==> config.mk <==
export PLATFORM = sky130hd
export DESIGN_NAME = twrms_div
export DESIGN_NICKNAME = d
export VERILOG_FILES = /design/src/design/twrms_pkg.sv /design/src/design/twrms_div.sv
export SDC_FILE = /design/constraint.sdc
export NUM_CORES = 1
export LEC_CHECK = 0
export ABC_AREA = 0
export BUFFER_PORTS_ARGS = -buffer_cell sky130_fd_sc_hd__buf_2
export CORE_MARGIN = 2
export CORE_UTILIZATION = 30
export DETAILED_ROUTE_END_ITERATION = 8
export SYNTH_ARGS = -nofsm -noshare
export SYNTH_HDL_FRONTEND = slang
export SYNTH_SLANG_ARGS = --single-unit
==> constraint.sdc <==
create_clock -name clk -period 4.7 [get_ports clk]
set_input_delay 0.235 -clock clk [delete_from_list [all_inputs] [get_ports clk]]
set_output_delay 0.235 -clock clk [all_outputs]
set_load 0.1 [all_outputs]
==> src/design/twrms_pkg.sv <==
package twrms_pkg;

  localparam int NUM_AXES   = 3;
  localparam int MAX_STAGES = 4;
  localparam int SLOTS      = 5;
  localparam int TAPS       = 4;
  localparam int DATA_BITS  = 32;
  localparam int SAT_IN_W   = 40;

  localparam int COEF_DEPTH = MAX_STAGES * SLOTS;
  localparam int COEF_AW    = $clog2(COEF_DEPTH);
  localparam int SEC_W      = (MAX_STAGES > 1) ? $clog2(MAX_STAGES) : 1;
  localparam int DL_DEPTH   = NUM_AXES * (1 << SEC_W) * TAPS;
  localparam int DL_AW      = $clog2(DL_DEPTH);

  localparam logic [1:0] CFG_EPOCH_LENGTH    = 2'd0;
  localparam logic [1:0] CFG_ACTIVE_SECTIONS = 2'd1;
  localparam logic [1:0] CFG_LSB_SCALE       = 2'd2;

  localparam logic OP_SAMPLE = 1'b0;
  localparam logic OP_COEFF  = 1'b1;

  localparam logic [15:0] EPOCH_LENGTH_RST    = 16'd3200;
  localparam logic [2:0]  ACTIVE_SECTIONS_RST = 3'd4;
  localparam logic [23:0] LSB_SCALE_RST       = 24'd641660;

  typedef logic signed [DATA_BITS-1:0] data_t;
  typedef logic signed [31:0]          coef_t;
  typedef logic signed [15:0]          accel_t;
  typedef logic [63:0]                 sum_t;

  typedef struct packed {
    logic busy;
    logic done;
  } unit_stat_t;

  function automatic data_t sat_data(input logic signed [SAT_IN_W-1:0] v);
    if (v[SAT_IN_W-1:DATA_BITS-1] == {(SAT_IN_W-DATA_BITS+1){v[SAT_IN_W-1]}})
      return v[DATA_BITS-1:0];
    else if (v[SAT_IN_W-1])
      return {1'b1, {(DATA_BITS-1){1'b0}}};
    else
      return {1'b0, {(DATA_BITS-1){1'b1}}};
  endfunction

  function automatic sum_t add_sat(input sum_t a, input sum_t b);
    logic [64:0] s;
    s = {1'b0, a} + {1'b0, b};
    return s[64] ? '1 : s[63:0];
  endfunction

endpackage

==> src/design/twrms_div.sv <==
module twrms_div (
  input  logic                   clk,
  input  logic                   rst_n,
  input  logic                   start,
  input  twrms_pkg::sum_t        dividend,
  input  logic [15:0]            divisor,
  output twrms_pkg::sum_t        quot,
  output twrms_pkg::unit_stat_t  stat
);
  import twrms_pkg::*;

  localparam int DIV_STEPS = 64;

  sum_t        q_r;
  logic [16:0] rem_r;
  logic [15:0] d_r;
  logic [5:0]  cnt_r;
  logic        busy_r, done_r;
  logic [16:0] rem_sh, rem_nx;
  logic        ge;

  always_comb begin
    rem_sh = {rem_r[15:0], q_r[63]};
    ge     = rem_sh >= {1'b0, d_r};
    rem_nx = ge ? (rem_sh - {1'b0, d_r}) : rem_sh;
  end

  always_ff @(posedge clk) begin
    if (!rst_n) begin
      busy_r <= 1'b0;
      done_r <= 1'b0;
      cnt_r  <= '0;
    end else begin
      done_r <= 1'b0;
      if (start) begin
        busy_r <= 1'b1;
        cnt_r  <= '0;
      end else if (busy_r) begin
        cnt_r <= cnt_r + 6'd1;
        if (cnt_r == 6'(DIV_STEPS - 1)) begin
          busy_r <= 1'b0;
          done_r <= 1'b1;
        end
      end
    end
  end

  always_ff @(posedge clk) begin
    if (start) begin
      q_r   <= dividend;
      rem_r <= '0;
      d_r   <= divisor;
    end else if (busy_r) begin
      q_r   <= {q_r[62:0], ge};
      rem_r <= rem_nx;
    end
  end

  assign quot      = q_r;
  assign stat.busy = busy_r;
  assign stat.done = done_r;

endmodule

==> metrics.cfg <==
[outcome]
status = completed

[critical_path]
crit_type = flop to flop
start_kind = flop
setup.worst_path.end_class = flop
cp_top_family = compound AO/OA/AOI/OAI gates
worstPathCellList = inv_1, ha_1, nand4_1, o221ai_1, and2b_4, o31ai_4, nand2_1, a311oi_1
slowest_delay_ns = 0.70
path_buf_inv = 1
critPathSlowestCell = o31ai_4
required_ns = 4.95
arrival_ns = 2.89
path_max_fanout = 17

[sta]
hold_viol_final = 0
finalClockSkew_ns = 0.01109
finalCritPeriodShare = 0.5627
final.setup.tns_ns = 0
fin_crit_ns = 2.645
setup_viol = 0
hold_slack_ns = 0.05407
layout_setup_ws_ns = 2.055
tightest_slew_ns = 0.9543
maxSlewViolCount = 0
maxSlewHeadroom = 0.3638
rsz0062_at_grt = no
max_freq_ghz = 0.3781

[final_layout]
nNetsFinal = 658
regArea_sq_um = 2883
design_area_sq_um = 6464
drive_above_1_share = 0.4377
multi_input_area_sq_um = 2162
syn2layout_area_growth_pct = 22.97
fillers = 1661

[min_path]
hp-class = input pin to flop

[clock_network]
clk_pin_slew_worst_paths_ns = 0.07
ctsHoldBuffers = 0
cts_resized = 0
cts_buffer_depth = 2
cts_tree = done
worstSkewPairLatency_ns = 0.36
numCtsBuffers = 9
post_cts_buffers = 0
cts.sinks = 104
htreeDepth = 3
cts_root_buf = clkbuf_16

[placement]
pre_cts_slack_ns = 2.046
port-buffer-count = 148
hpwl_um = 9188
placed_area_sq_um = 6182
gp_congestion = 0.8276

[pwr]
vdd_drop_max_uv = 271.8
p_leak_nw = 2.674
power_density_nw_per_um2 = 414.5
total_power_mw = 2.679

[synth]
syn_area_per_cell_sq_um = 12.57
ys_warn_count = 0
synth_edf_count = 80
synth-seq-cells = 104
synth_flop_cell = edfxtp_1
netlist-cell-type-count = 64
syn_area_sq_um = 5256
seq_area_frac_synth = 0.5484
synth_nets = 519
synthCells = 418
async_flop_share = 0

[grt]
grt_max_degree = 77
grt_usage = 0.1447
grt_pass1_vias = 4026
grt_pass1_wl_um = 20490
grt_overflow = 0
antenna_found_initial = 1

[routing]
post-route-drc-count = 0
drtIter0Drc = 255
num_vias = 3925
drt_pass1_iterations = 5
wl_per_cell_um = 16.46
postRouteAntennaNets = 0
via_per_inst = 4.981
wirelength_um = 12970

[die]
die_area_sq_um = 18600
fp-row-count = 48
die_w_um = 136.4
io_pins = 149
die_y_um = 136.4
core_sq_um = 17240
initial_core_util = 0.3050

[run]
drv_cap = 0

-- worst paths after layout --
path              startpoint   endpoint  slack [ns]  cells past startpoint
setup / recovery      d_r[8]  rem_r[10]        2.06                      8
hold / removal    divisor[2]     d_r[2]        0.05                      1
setup reg to reg      d_r[8]  rem_r[10]        2.06                      8
hold reg to reg     cnt_r[5]     done_r        0.50                      2
-- sequential cells by signal, summed over array words and instances (netlist names) --
name    flops
quot       64
d_r        16
rem_r      16
cnt_r       6
busy_r      1
done_r      1
-- cell families (layout without fill, tap and decap cells) --
| family | count (synthesis) | after routing | share of synthesized area |
|---|---|---|---|
| flops | 104 | 104 | 0.5484 |
| simple gates | 96 | 96 | 0.09355 |
| compound gates | 77 | 77 | 0.1159 |
| mux | 65 | 65 | 0.1388 |
| buf+inv | 47 | 191 | 0.04070 |
| fa+ha+maj | 18 | 18 | 0.04427 |
| xor+xnor | 11 | 11 | 0.01833 |
| other cells | 0 | 1 | 0 |
-- layer usage --
metal / track usage / share of wire / vias up
li1: - / - / 1869
met1: 0.1719 / 0.41 / 1863
met2: 0.2312 / 0.47 / 173
met3: 0.05779 / 0.094 / 20
met4: 0.06366 / 0.025 / 0
met5: 0 / 0 / -
-- stage by stage --
stage	instances	utilization
3_5_place_dp	771	0.3587
3_3_place_gp	771	0.3587
4_1_cts	787	0.3749
6_report	788	0.3750
2_1_floorplan	418	-
5_1_grt	788	0.3750
-- where the power goes --
part / total, mW / internal, mW / switching (mW)
logic: 0.815 / 0.185 / 0.630
clock network: 0.731 / 0.369 / 0.362
registers: 1.13 / 1.09 / 0.0445
-- worst reg2reg max path: cells and delay by family, from the launching register on --
| family | cells | cell delay [ns] |
|---|---|---|
| fa+ha+maj | 1 | 0.41 |
| flops | 1 | 0.33 |
| simple gates | 3 | 0.57 |
| buf+inv | 1 | 0.04 |
| compound gates | 3 | 1.19 |
-- area by class of cell --
class,count,share of cell area
tap,225,0.04355
sequential,104,0.4460
clock inverter,6,0.007743
multi-input combinational,267,0.3345
clock buffer,10,0.03542
timing repair buffer,151,0.1185
inverter,24,0.01394
antenna,1,0.0003871
-- cells in the final DEF (no fill, tap or decap), types with 4 or more instances in the layout --
master / Yosys / layout
a211oi_1: 5 / 5
a21o_1: 6 / 6
a21oi_1: 14 / 14
a311oi_1: 5 / 5
a31oi_1: 4 / 4
buf_2: 0 / 147
buf_4: 3 / 4
clkbuf_16: 0 / 9
dfxtp_1: 24 / 24
edfxtp_1: 80 / 80
ha_1: 17 / 17
inv_1: 24 / 24
mux2_2: 63 / 63
nand2_1: 21 / 20
nand2_2: 3 / 4
nand3_1: 8 / 8
nand4_1: 11 / 11
nor2_1: 24 / 24
nor3_1: 5 / 5
o21ai_0: 13 / 13
xnor2_1: 5 / 5
xor2_1: 6 / 6
-- cells in the mapped netlist, types with 2 or more instances --
library cell	n	share of area
and3_1	3	0.0036
nand2_1	21	0.015
edfxtp_1	80	0.46
inv_1	24	0.017
o311ai_1	2	0.0033
nand2_2	3	0.0036
o311ai_0	2	0.0033
a211oi_1	5	0.0071
dfxtp_1	24	0.091
o31ai_1	3	0.0043
nor4_1	2	0.0024
a21boi_0	2	0.0029
clkbuf_1	13	0.0093
buf_6	2	0.0043
mux2_2	63	0.13
xnor2_1	5	0.0083
a311oi_2	2	0.0057
a21o_1	6	0.0086
a311oi_1	5	0.0083
or3_1	2	0.0024
xor2_1	6	0.010
mux2i_1	2	0.0038
nand3_1	8	0.0076
o21ai_0	13	0.012
ha_1	17	0.040
nor3_1	5	0.0048
nor2b_1	2	0.0024
nor2_1	24	0.017
nand2b_1	3	0.0036
buf_4	3	0.0043
a31oi_1	4	0.0048
nand4_1	11	0.013
a21oi_1	14	0.013
buf_1	4	0.0029
or4_1	2	0.0029
nand3b_1	3	0.0043
Power figures use the tool's default switching activity.
