### src/design/twrms_pkg.sv
package twrms_pkg;

  localparam int NUM_AXES   = 3;
  localparam int MAX_STAGES = 4;
  localparam int SLOTS      = 5;
  localparam int TAPS       = 4;
  localparam int DATA_BITS  = 32;
  localparam int SAT_IN_W   = 40;

  localparam int COEF_DEPTH = MAX_STAGES * SLOTS;
  localparam int COEF_AW    = $clog2(COEF_DEPTH);
  localparam int SEC_W      = (MAX_STAGES > 1) ? $clog2(MAX_STAGES) : 1;
  localparam int DL_DEPTH   = NUM_AXES * (1 << SEC_W) * TAPS;
  localparam int DL_AW      = $clog2(DL_DEPTH);

  localparam logic [1:0] CFG_EPOCH_LENGTH    = 2'd0;
  localparam logic [1:0] CFG_ACTIVE_SECTIONS = 2'd1;
  localparam logic [1:0] CFG_LSB_SCALE       = 2'd2;

  localparam logic OP_SAMPLE = 1'b0;
  localparam logic OP_COEFF  = 1'b1;

  localparam logic [15:0] EPOCH_LENGTH_RST    = 16'd3200;
  localparam logic [2:0]  ACTIVE_SECTIONS_RST = 3'd4;
  localparam logic [23:0] LSB_SCALE_RST       = 24'd641660;

  typedef logic signed [DATA_BITS-1:0] data_t;
  typedef logic signed [31:0]          coef_t;
  typedef logic signed [15:0]          accel_t;
  typedef logic [63:0]                 sum_t;

  typedef struct packed {
    logic busy;
    logic done;
  } unit_stat_t;

  function automatic data_t sat_data(input logic signed [SAT_IN_W-1:0] v);
    if (v[SAT_IN_W-1:DATA_BITS-1] == {(SAT_IN_W-DATA_BITS+1){v[SAT_IN_W-1]}})
      return v[DATA_BITS-1:0];
    else if (v[SAT_IN_W-1])
      return {1'b1, {(DATA_BITS-1){1'b0}}};
    else
      return {1'b0, {(DATA_BITS-1){1'b1}}};
  endfunction

  function automatic sum_t add_sat(input sum_t a, input sum_t b);
    logic [64:0] s;
    s = {1'b0, a} + {1'b0, b};
    return s[64] ? '1 : s[63:0];
  endfunction

endpackage

### src/design/twrms_isqrt.sv
module twrms_isqrt (
  input  logic                   clk,
  input  logic                   rst_n,
  input  logic                   start,
  input  twrms_pkg::sum_t        radicand,
  output logic [31:0]            root,
  output twrms_pkg::unit_stat_t  stat
);
  import twrms_pkg::*;

  localparam int SQ_STEPS = 32;

  sum_t        v_r;
  logic [33:0] rem_r;
  logic [31:0] root_r;
  logic [4:0]  cnt_r;
  logic        busy_r, done_r;
  logic [33:0] rem_t, trial;
  logic        ge;

  always_comb begin
    rem_t = {rem_r[31:0], v_r[63:62]};
    trial = {root_r, 2'b01};
    ge    = rem_t >= trial;
  end

  always_ff @(posedge clk) begin
    if (!rst_n) begin
      busy_r <= 1'b0;
      done_r <= 1'b0;
      cnt_r  <= '0;
    end else begin
      done_r <= 1'b0;
      if (start) begin
        busy_r <= 1'b1;
        cnt_r  <= '0;
      end else if (busy_r) begin
        cnt_r <= cnt_r + 5'd1;
        if (cnt_r == 5'(SQ_STEPS - 1)) begin
          busy_r <= 1'b0;
          done_r <= 1'b1;
        end
      end
    end
  end

  always_ff @(posedge clk) begin
    if (start) begin
      v_r    <= radicand;
      rem_r  <= '0;
      root_r <= '0;
    end else if (busy_r) begin
      v_r    <= {v_r[61:0], 2'b00};
      rem_r  <= ge ? (rem_t - trial) : rem_t;
      root_r <= {root_r[30:0], ge};
    end
  end

  assign root      = root_r;
  assign stat.busy = busy_r;
  assign stat.done = done_r;

endmodule

### config.mk
export PLATFORM = sky130hd
export DESIGN_NAME = twrms_isqrt
export DESIGN_NICKNAME = d
export VERILOG_FILES = /design/src/design/twrms_pkg.sv /design/src/design/twrms_isqrt.sv
export SDC_FILE = /design/constraint.sdc
export NUM_CORES = 1
export LEC_CHECK = 0
export BUFFER_PORTS_ARGS = -buffer_cell sky130_fd_sc_hd__buf_4
export CORE_MARGIN = 5
export CORE_UTILIZATION = 51
export DETAILED_ROUTE_END_ITERATION = 16
export PLACE_DENSITY_LB_ADDON = 0.1
export SLEW_MARGIN = 5
export SYNTH_ARGS = -nofsm -noshare
export SYNTH_HDL_FRONTEND = slang
export SYNTH_SLANG_ARGS = --single-unit
### constraint.sdc
create_clock -name clk -period 4.2 [get_ports clk]
set_input_delay 0.84 -clock clk [delete_from_list [all_inputs] [get_ports clk]]
set_output_delay 0.84 -clock clk [all_outputs]
set_load 0.01 [all_outputs]
==> results of run 1 <==
==> kinds of logic after synthesis <==
family          share of synthesized area, %
mux                                     15.5
buf+inv                                 4.51
compound gates                          14.1
xor+xnor                                3.73
simple gates                            9.93
flops                                   46.0
fa+ha+maj                               6.20
==> where the power goes <==
group | internal [uW] | leakage, uW | switching, uW
clock | 816 | 0.000262 | 588
sequential | 1570 | 0.00122 | 120
combinational | 1340 | 0.00213 | 1710
total | 3730 | 0.00362 | 2420
==> area by class of cell <==
cell class | instances | area [sq um] | area share [%]
clock buffers | 18 | 429 | 4.94
repair buffers | 106 | 808 | 9.30
well taps | 180 | 225 | 2.59
flip-flops and latches | 135 | 3350 | 38.5
multi-input cells | 483 | 3600 | 41.5
inverters | 42 | 158 | 1.81
clock inverters | 13 | 123 | 1.41
==> tightest hold or removal path, cell delays in order, from the launching register on <==
cell,delay (ns)
dfxtp_1,0.31
nand2_1,0.06
o21ai_1,0.05
==> worst paths after layout <==
check                           slack, ns        end      start
worst min-delay path                 0.47  rem_r[30]  rem_r[30]
worst max-delay path                 0.93  rem_r[20]    root[8]
worst min register to register       0.47  rem_r[30]  rem_r[30]
worst max register to register       0.93  rem_r[20]    root[8]
==> registers in the layout (all words and copies together), names as in the netlist <==
signal	flops
cnt_r	5
done_r	1
root	32
busy_r	1
rem_r	32
v_r	64
==> placed cells by master (no fill, tap or decap), types with 3 or more instances in the layout <==
| cell type | synthesis | layout |
|---|---|---|
| inv_1 | 42 | 41 |
| o21ai_1 | 23 | 23 |
| and3_1 | 6 | 6 |
| a21oi_1 | 27 | 27 |
| a221oi_1 | 3 | 3 |
| clkinvlp_4 | 0 | 3 |
| o211ai_1 | 4 | 4 |
| mux2_2 | 62 | 62 |
| mux2i_1 | 43 | 43 |
| a31oi_1 | 4 | 4 |
| nand2b_1 | 5 | 5 |
| nor3_1 | 6 | 6 |
| nand3_1 | 8 | 8 |
| nand4_1 | 6 | 6 |
| buf_4 | 3 | 105 |
| xor2_1 | 12 | 12 |
| o21a_1 | 4 | 4 |
| a211oi_1 | 13 | 13 |
| nor2_1 | 73 | 73 |
| and2_1 | 5 | 5 |
| inv_6 | 0 | 5 |
| ha_1 | 36 | 36 |
| clkbuf_16 | 0 | 17 |
| a21o_1 | 24 | 24 |
| xnor2_1 | 19 | 19 |
| nand2_1 | 51 | 51 |
| o21ai_0 | 8 | 8 |
| edfxtp_1 | 64 | 64 |
| dfxtp_1 | 71 | 70 |
| o21bai_1 | 4 | 4 |
| a311oi_1 | 9 | 9 |
==> layer usage <==
metal / up-vias / global-route usage, % / routed length, um
met3: 22 / 7.46 / 1050
li1: 2685 / - / -
met5: - / 0 / 0
met2: 114 / 31.8 / 7440
met4: 0 / 6.67 / 291
met1: 2514 / 23.4 / 6620
==> metrics by stage <==
step	utilization (%)	setup WS, ns	total power (uW)
2_1_floorplan	-	0.966	4190
3_3_place_gp	58.4	1.01	4690
3_5_place_dp	58.4	0.922	4760
4_1_cts	62.4	0.911	6190
5_1_grt	62.4	0.621	6610
6_report	62.4	0.926	6150
==> flow_summary_export.csv, run 1 <==
group,metric,value,unit
place,place_area,8140,sq um
timing,setup_viol,0,
yosys,synth.area.top_cells,"edfxtp_1, dfxtp_1, mux2_2",
yosys,synth_top_area_share,26.4,%
cells_and_area,layout.cells.non_filler,977,
cells_and_area,antenna_cells,0,
routing,wl,15.4,mm
global_routing,grt_pass1_wl,25.9,mm
yosys,netlist_top_cells_count,"nor2_1, dfxtp_1, edfxtp_1, mux2_2, nand2_1",
clock_tree,cts.hold.buffers_added,0,
routing,drc,0,
routing,drtAntennaViolNets,0,
cells_and_area,area_delta_synth_final,19.6,%
setup_path,cp.arrival,3.54,ns
setup_path,endpoint_kind,"register",
global_routing,grt.overflow.total,0,
yosys,syn_area,7270,sq um
cells_and_area,drive_above_1_share,26.2,%
yosys,ys_types,56,
setup_path,crit_type,"reg2reg",
clock_tree,cts_resized,0,
yosys,netlist_instances,697,
place,gp_congestion,0.912,
floorplanning,io_pins,101,
timing,worstMarginPinSlew,1.03,ns
clock_tree,clk_latency,0.43,ns
timing,rsz0062_at_grt,"no",
setup_path,crit_family,"simple AND/OR/NAND/NOR gates",
setup_path,critPathRequiredTime,4.46,ns
pwr,max-vdd-ir-drop,0.602,mV
timing,fmax,305,MHz
place,io_buffer_count,100,
clock_tree,htree_levels,4,
timing,final.min_clock_period,3.27,ns
yosys,syn_area_per_cell,10.4,sq um
global_routing,antenna_found_initial,0,
setup_path,reg2regPathDepth,11,
place,dp_cells,946,
status,status,"finished clean",
routing,via_count,5335,
pwr,cellLeakagePower,0.00362,uW
setup_path,path_depth,11,
place,hpwlAfterDp,10.9,mm
timing,fin_crit_sh,77.9,%
setup_path,crit_chain,"inv_1 -> ha_1 -> nand4_1 -> or2_1 -> a211oi_1 -> o31a_2 -> a211oi_4 -> nor2_4 -> buf_12 -> mux2i_1 -> a211oi_1",
timing,fin_hold_ws,0.470,ns
hold_path,worstHoldPathType,"reg2reg",
global_routing,grt_pass1_vias,5463,
floorplanning,fp.dieH,129,um
yosys,syn-num-nets,800,
yosys,synth_sequential_area_ratio,46.0,%
setup_path,path_max_fanout,26,
global_routing,grtUsageTotal,19.4,%
clock_tree,clock-sinks,135,
yosys,yosysMostFrequentCell,"nor2_1",
floorplanning,fp.coreArea,13900,sq um
clock_tree,clk_pin_slew,0.06,ns
timing,maxSlewViolCount,0,
yosys,synth_edf_count,64,
timing,slew_headroom,31.1,%
floorplanning,die-area,16700,sq um
floorplanning,start_util,52.2,%
floorplanning,rows,43,
clock_tree,cts_tree,"done",
clock_tree,cts_root_buf,"clkbuf_16",
yosys,ys_ff_latch,135,
yosys,synth_top_area_cell,"edfxtp_1",
routing,wl_per_cell,15.8,um
clock_tree,clock_path_buffers,2,
routing,vias_per_cell,5.46,
setup_path,cp_slowest_cell,"nor2_4",
cells_and_area,num-fill-cells,1154,
cells_and_area,final_nets,888,
setup_path,crit_top_cell,"a211oi_1",
yosys,async_reset_ff_share,0,%
setup_path,cp_num_buf_inv,2,
yosys,ys.warnings.count,0,
routing,drt_iter0_markers,272,
setup_path,crit_path_max_incr_delay,0.55,ns
hold_path,min_path_cells,2,
routing,dr.pass1.iters,4,
cells_and_area,final_area,8690,sq um
setup_path,critPathLaunchType,"register",
timing,fin_tns_setup,0,ns
floorplanning,die_w,129,um
flow_run,cap_violations,0,
clock_tree,post-cts-setup-buffers,0,
pwr,power.density,707,nW/um^2
timing,clock_skew,0.00890,ns
yosys,synth_flop_cell,"dfxtp_1",
timing,finalHoldViolations,0,
clock_tree,cts_buffers,17,
global_routing,grt_max_degree,81,
No activity file was read; power rests on OpenSTA's default activity.
==> run 2, diff against run 1 <==
ABC_AREA = 1   (was unset)
clock period = 3 ns   (was 4.2 ns; I/O delays follow)
==> run 2 against run 1 <==
  * Worst setup slack lost 0.33 ns
  * Global-route usage rose by 2.9 points
  * Synthesized cell count rose by 65%
==> flow_summary_export.csv, run 2 <==
group,metric,value,unit
status,status,"finished clean",
floorplanning,fp.dieH,136,um
yosys,synth_compound_area_share,5.04,%
cells_and_area,final_area,9540,sq um
setup_path,path_depth,14,
setup_path,r2r_slack,0.60,ns
clock_tree,clk_latency,0.43,ns
yosys,synth_flop_cell,"dfxtp_1",
clock_tree,clock_path_buffers,2,
yosys,synth.area.top_cells,"nand2_1, edfxtp_1, dfxtp_1",
setup_path,rr_endpoint,"rem_r[4]",
timing,fin_ws,0.598,ns
floorplanning,rows,46,
yosys,async_reset_ff_share,0,%
setup_path,cp_num_buf_inv,3,
place,hpwlAfterDp,14.3,mm
timing,setup_viol,0,
timing,fin_hold_ws,0.415,ns
yosys,synth_top_area_share,24.6,%
setup_path,r2r_start,"root[22]",
routing,dr.pass1.iters,5,
global_routing,grtUsageTotal,22.3,%
routing,drtAntennaViolNets,0,
setup_path,crit_type,"reg2reg",
setup_path,critPathLaunchType,"register",
timing,rsz0062_at_grt,"no",
yosys,synth_top_family_by_area,"simple AND/OR/NAND/NOR gates",
floorplanning,die_w,136,um
setup_path,critPathLaunch,"root[22]",
timing,fmax,416,MHz
cells_and_area,antenna_cells,0,
yosys,synth_sequential_area_ratio,41.6,%
floorplanning,start_util,51.4,%
cells_and_area,final_common_cell,"nand2_1",
setup_path,endpoint_kind,"register",
yosys,synthXorXnorAreaFrac,1.52,%
pwr,max-vdd-ir-drop,0.558,mV
setup_path,cp_slowest_cell,"ha_1",
yosys,synth_edf_count,64,
setup_path,crit_top_cell,"nand2_1",
setup_path,crit_end,"rem_r[4]",
floorplanning,io_pins,101,
clock_tree,clk_pin_slew,0.07,ns
place,io_buffer_count,100,
cells_and_area,largest_reg_flops,64,
timing,slew_headroom,53.6,%
cells_and_area,num-fill-cells,1573,
setup_path,cp.arrival,2.76,ns
yosys,ys_ff_latch,135,
global_routing,grt_pass1_wl,32.8,mm
cells_and_area,final_nets,1344,
yosys,synthSimpleGateAreaFrac,36.5,%
timing,fin_tns_setup,0,ns
yosys,syn-num-nets,1250,
pwr,power.density,940,nW/um^2
clock_tree,cts_resized,0,
setup_path,path_max_fanout,26,
clock_tree,cts_root_buf,"clkbuf_16",
setup_path,crit_family,"simple AND/OR/NAND/NOR gates",
yosys,muxShareOfSynthArea,0,%
yosys,ys.warnings.count,0,
timing,clock_skew,0.0147,ns
floorplanning,die-area,18400,sq um
cells_and_area,mostFrequentLayoutCells,"nand2_1, inv_1, buf_4",
setup_path,crit_chain,"inv_1 -> ha_1 -> nand2_2 -> inv_2 -> a21oi_1 -> nand2_1 -> nand2_2 -> nand3_4 -> nor2_8 -> buf_4 -> nand3_1 -> nand2_1 -> nand2_1 -> nand2_1",
setup_path,crit_path_max_incr_delay,0.37,ns
clock_tree,cts_buffers,17,
hold_path,worstHoldPathType,"in2reg",
setup_path,critPathRequiredTime,3.36,ns
cells_and_area,area_delta_synth_final,18.6,%
yosys,netlist_top_cells_count,"nand2_1, inv_1, dfxtp_1, edfxtp_1, nand3_1",
yosys,ys_types,36,
place,dpl_worst_slack,0.601,ns
routing,drt_iter0_markers,358,
cells_and_area,drive_above_1_share,15.2,%
routing,via_count,7172,
cells_and_area,top_register,"v_r",
clock_tree,cts_tree,"done",
global_routing,grt_pass1_vias,6926,
flow_run,cap_violations,0,
global_routing,antenna_found_initial,0,
yosys,syn_area_per_cell,7.01,sq um
place,place_area,8980,sq um
timing,finalHoldViolations,0,
global_routing,grt.overflow.total,0,
yosys,syn_area,8040,sq um
timing,maxSlewViolCount,0,
clock_tree,post-cts-setup-buffers,0,
pwr,cellLeakagePower,0.00499,uW
routing,vias_per_cell,4.88,
routing,drc,0,
yosys,synth_fa_ha_area_share,5.60,%
clock_tree,clock-sinks,135,
setup_path,reg2regPathDepth,14,
routing,wl,19.7,mm
yosys,netlist_instances,1147,
yosys,synth_top_area_cell,"nand2_1",
global_routing,grt_max_degree,97,
clock_tree,htree_levels,4,
yosys,yosysMostFrequentCell,"nand2_1",
routing,wl_per_cell,13.4,um
place,gp_congestion,0.930,
timing,final.min_clock_period,2.40,ns
floorplanning,fp.coreArea,15700,sq um
timing,worstMarginPinSlew,0.696,ns
clock_tree,cts.hold.buffers_added,0,
timing,fin_crit_sh,80.1,%
==> run 2: changes by cell type after synthesis, sizes merged, moves of 19 or more <==
cell	delta
a21o	-24
inv	+119
mux2	-62
mux2i	-43
nand2	+500
nand3	+53
nor2	-20
o21ai	-22
o22ai	+31
xnor2	-19
==> run 2: worst min path at each step <==
stage                          from  slack (ns)  depth (start not counted)   endpoint
after detailed placement  rem_r[30]        0.45                          2  rem_r[30]
final                         rst_n        0.41                          3     done_r
after floorplan           rem_r[30]        0.43                          2  rem_r[30]
after global placement    rem_r[30]        0.45                          2  rem_r[30]
after CTS                     rst_n        0.40                          3     done_r
after global routing          rst_n        0.41                          3     done_r
==> run 2: area by class of cell <==
type / instances / area, sq um / area share (%)
timing repair buffer: 110 / 838 / 8.79
multi-input combinational: 816 / 3920 / 41.1
sequential: 135 / 3340 / 35.0
tap: 216 / 270 / 2.83
clock buffer: 17 / 425 / 4.46
inverter: 161 / 606 / 6.35
clock inverter: 15 / 135 / 1.42
==> run 2: worst min-delay path: stages <==
cell,delay [ns]
buf_4,0.11
nand2_1,0.05
nor2_1,0.04
==> run 2: metal layers <==
| layer | up-vias | track usage, % | wire, um |
|---|---|---|---|
| li1 | 3774 | - | - |
| met5 | - | 0 | 0 |
| met3 | 30 | 5.57 | 1030 |
| met1 | 3219 | 27.7 | 8920 |
| met4 | 0 | 6.55 | 342 |
| met2 | 149 | 38.2 | 9420 |
==> run 2: kinds of logic (layout without fill, tap and decap cells) <==
logic type	count (synthesis)	after routing
AND/OR/NAND/NOR	697	697
XOR/XNOR	14	14
flip-flops	135	135
adder cells (fa/ha/maj)	36	36
buffers and inverters	196	303
AO/OA/AOI/OAI	69	69
==> run 2: power by group <==
| group | switching [uW] | internal [uW] |
|---|---|---|
| Clock | 913 | 1090 |
| Combinational | 3170 | 1540 |
| Sequential | 106 | 2150 |
==> run 2: per-stage QoR <==
| stage | instances | total power, uW | util, % |
|---|---|---|---|
| after floorplan | 1147 | 5970 | - |
| after global placement | 1438 | 6960 | 57.4 |
| after detailed placement | 1438 | 6970 | 57.4 |
| after CTS | 1470 | 9010 | 60.9 |
| after global routing | 1470 | 9740 | 60.9 |
| final | 1470 | 8970 | 60.9 |
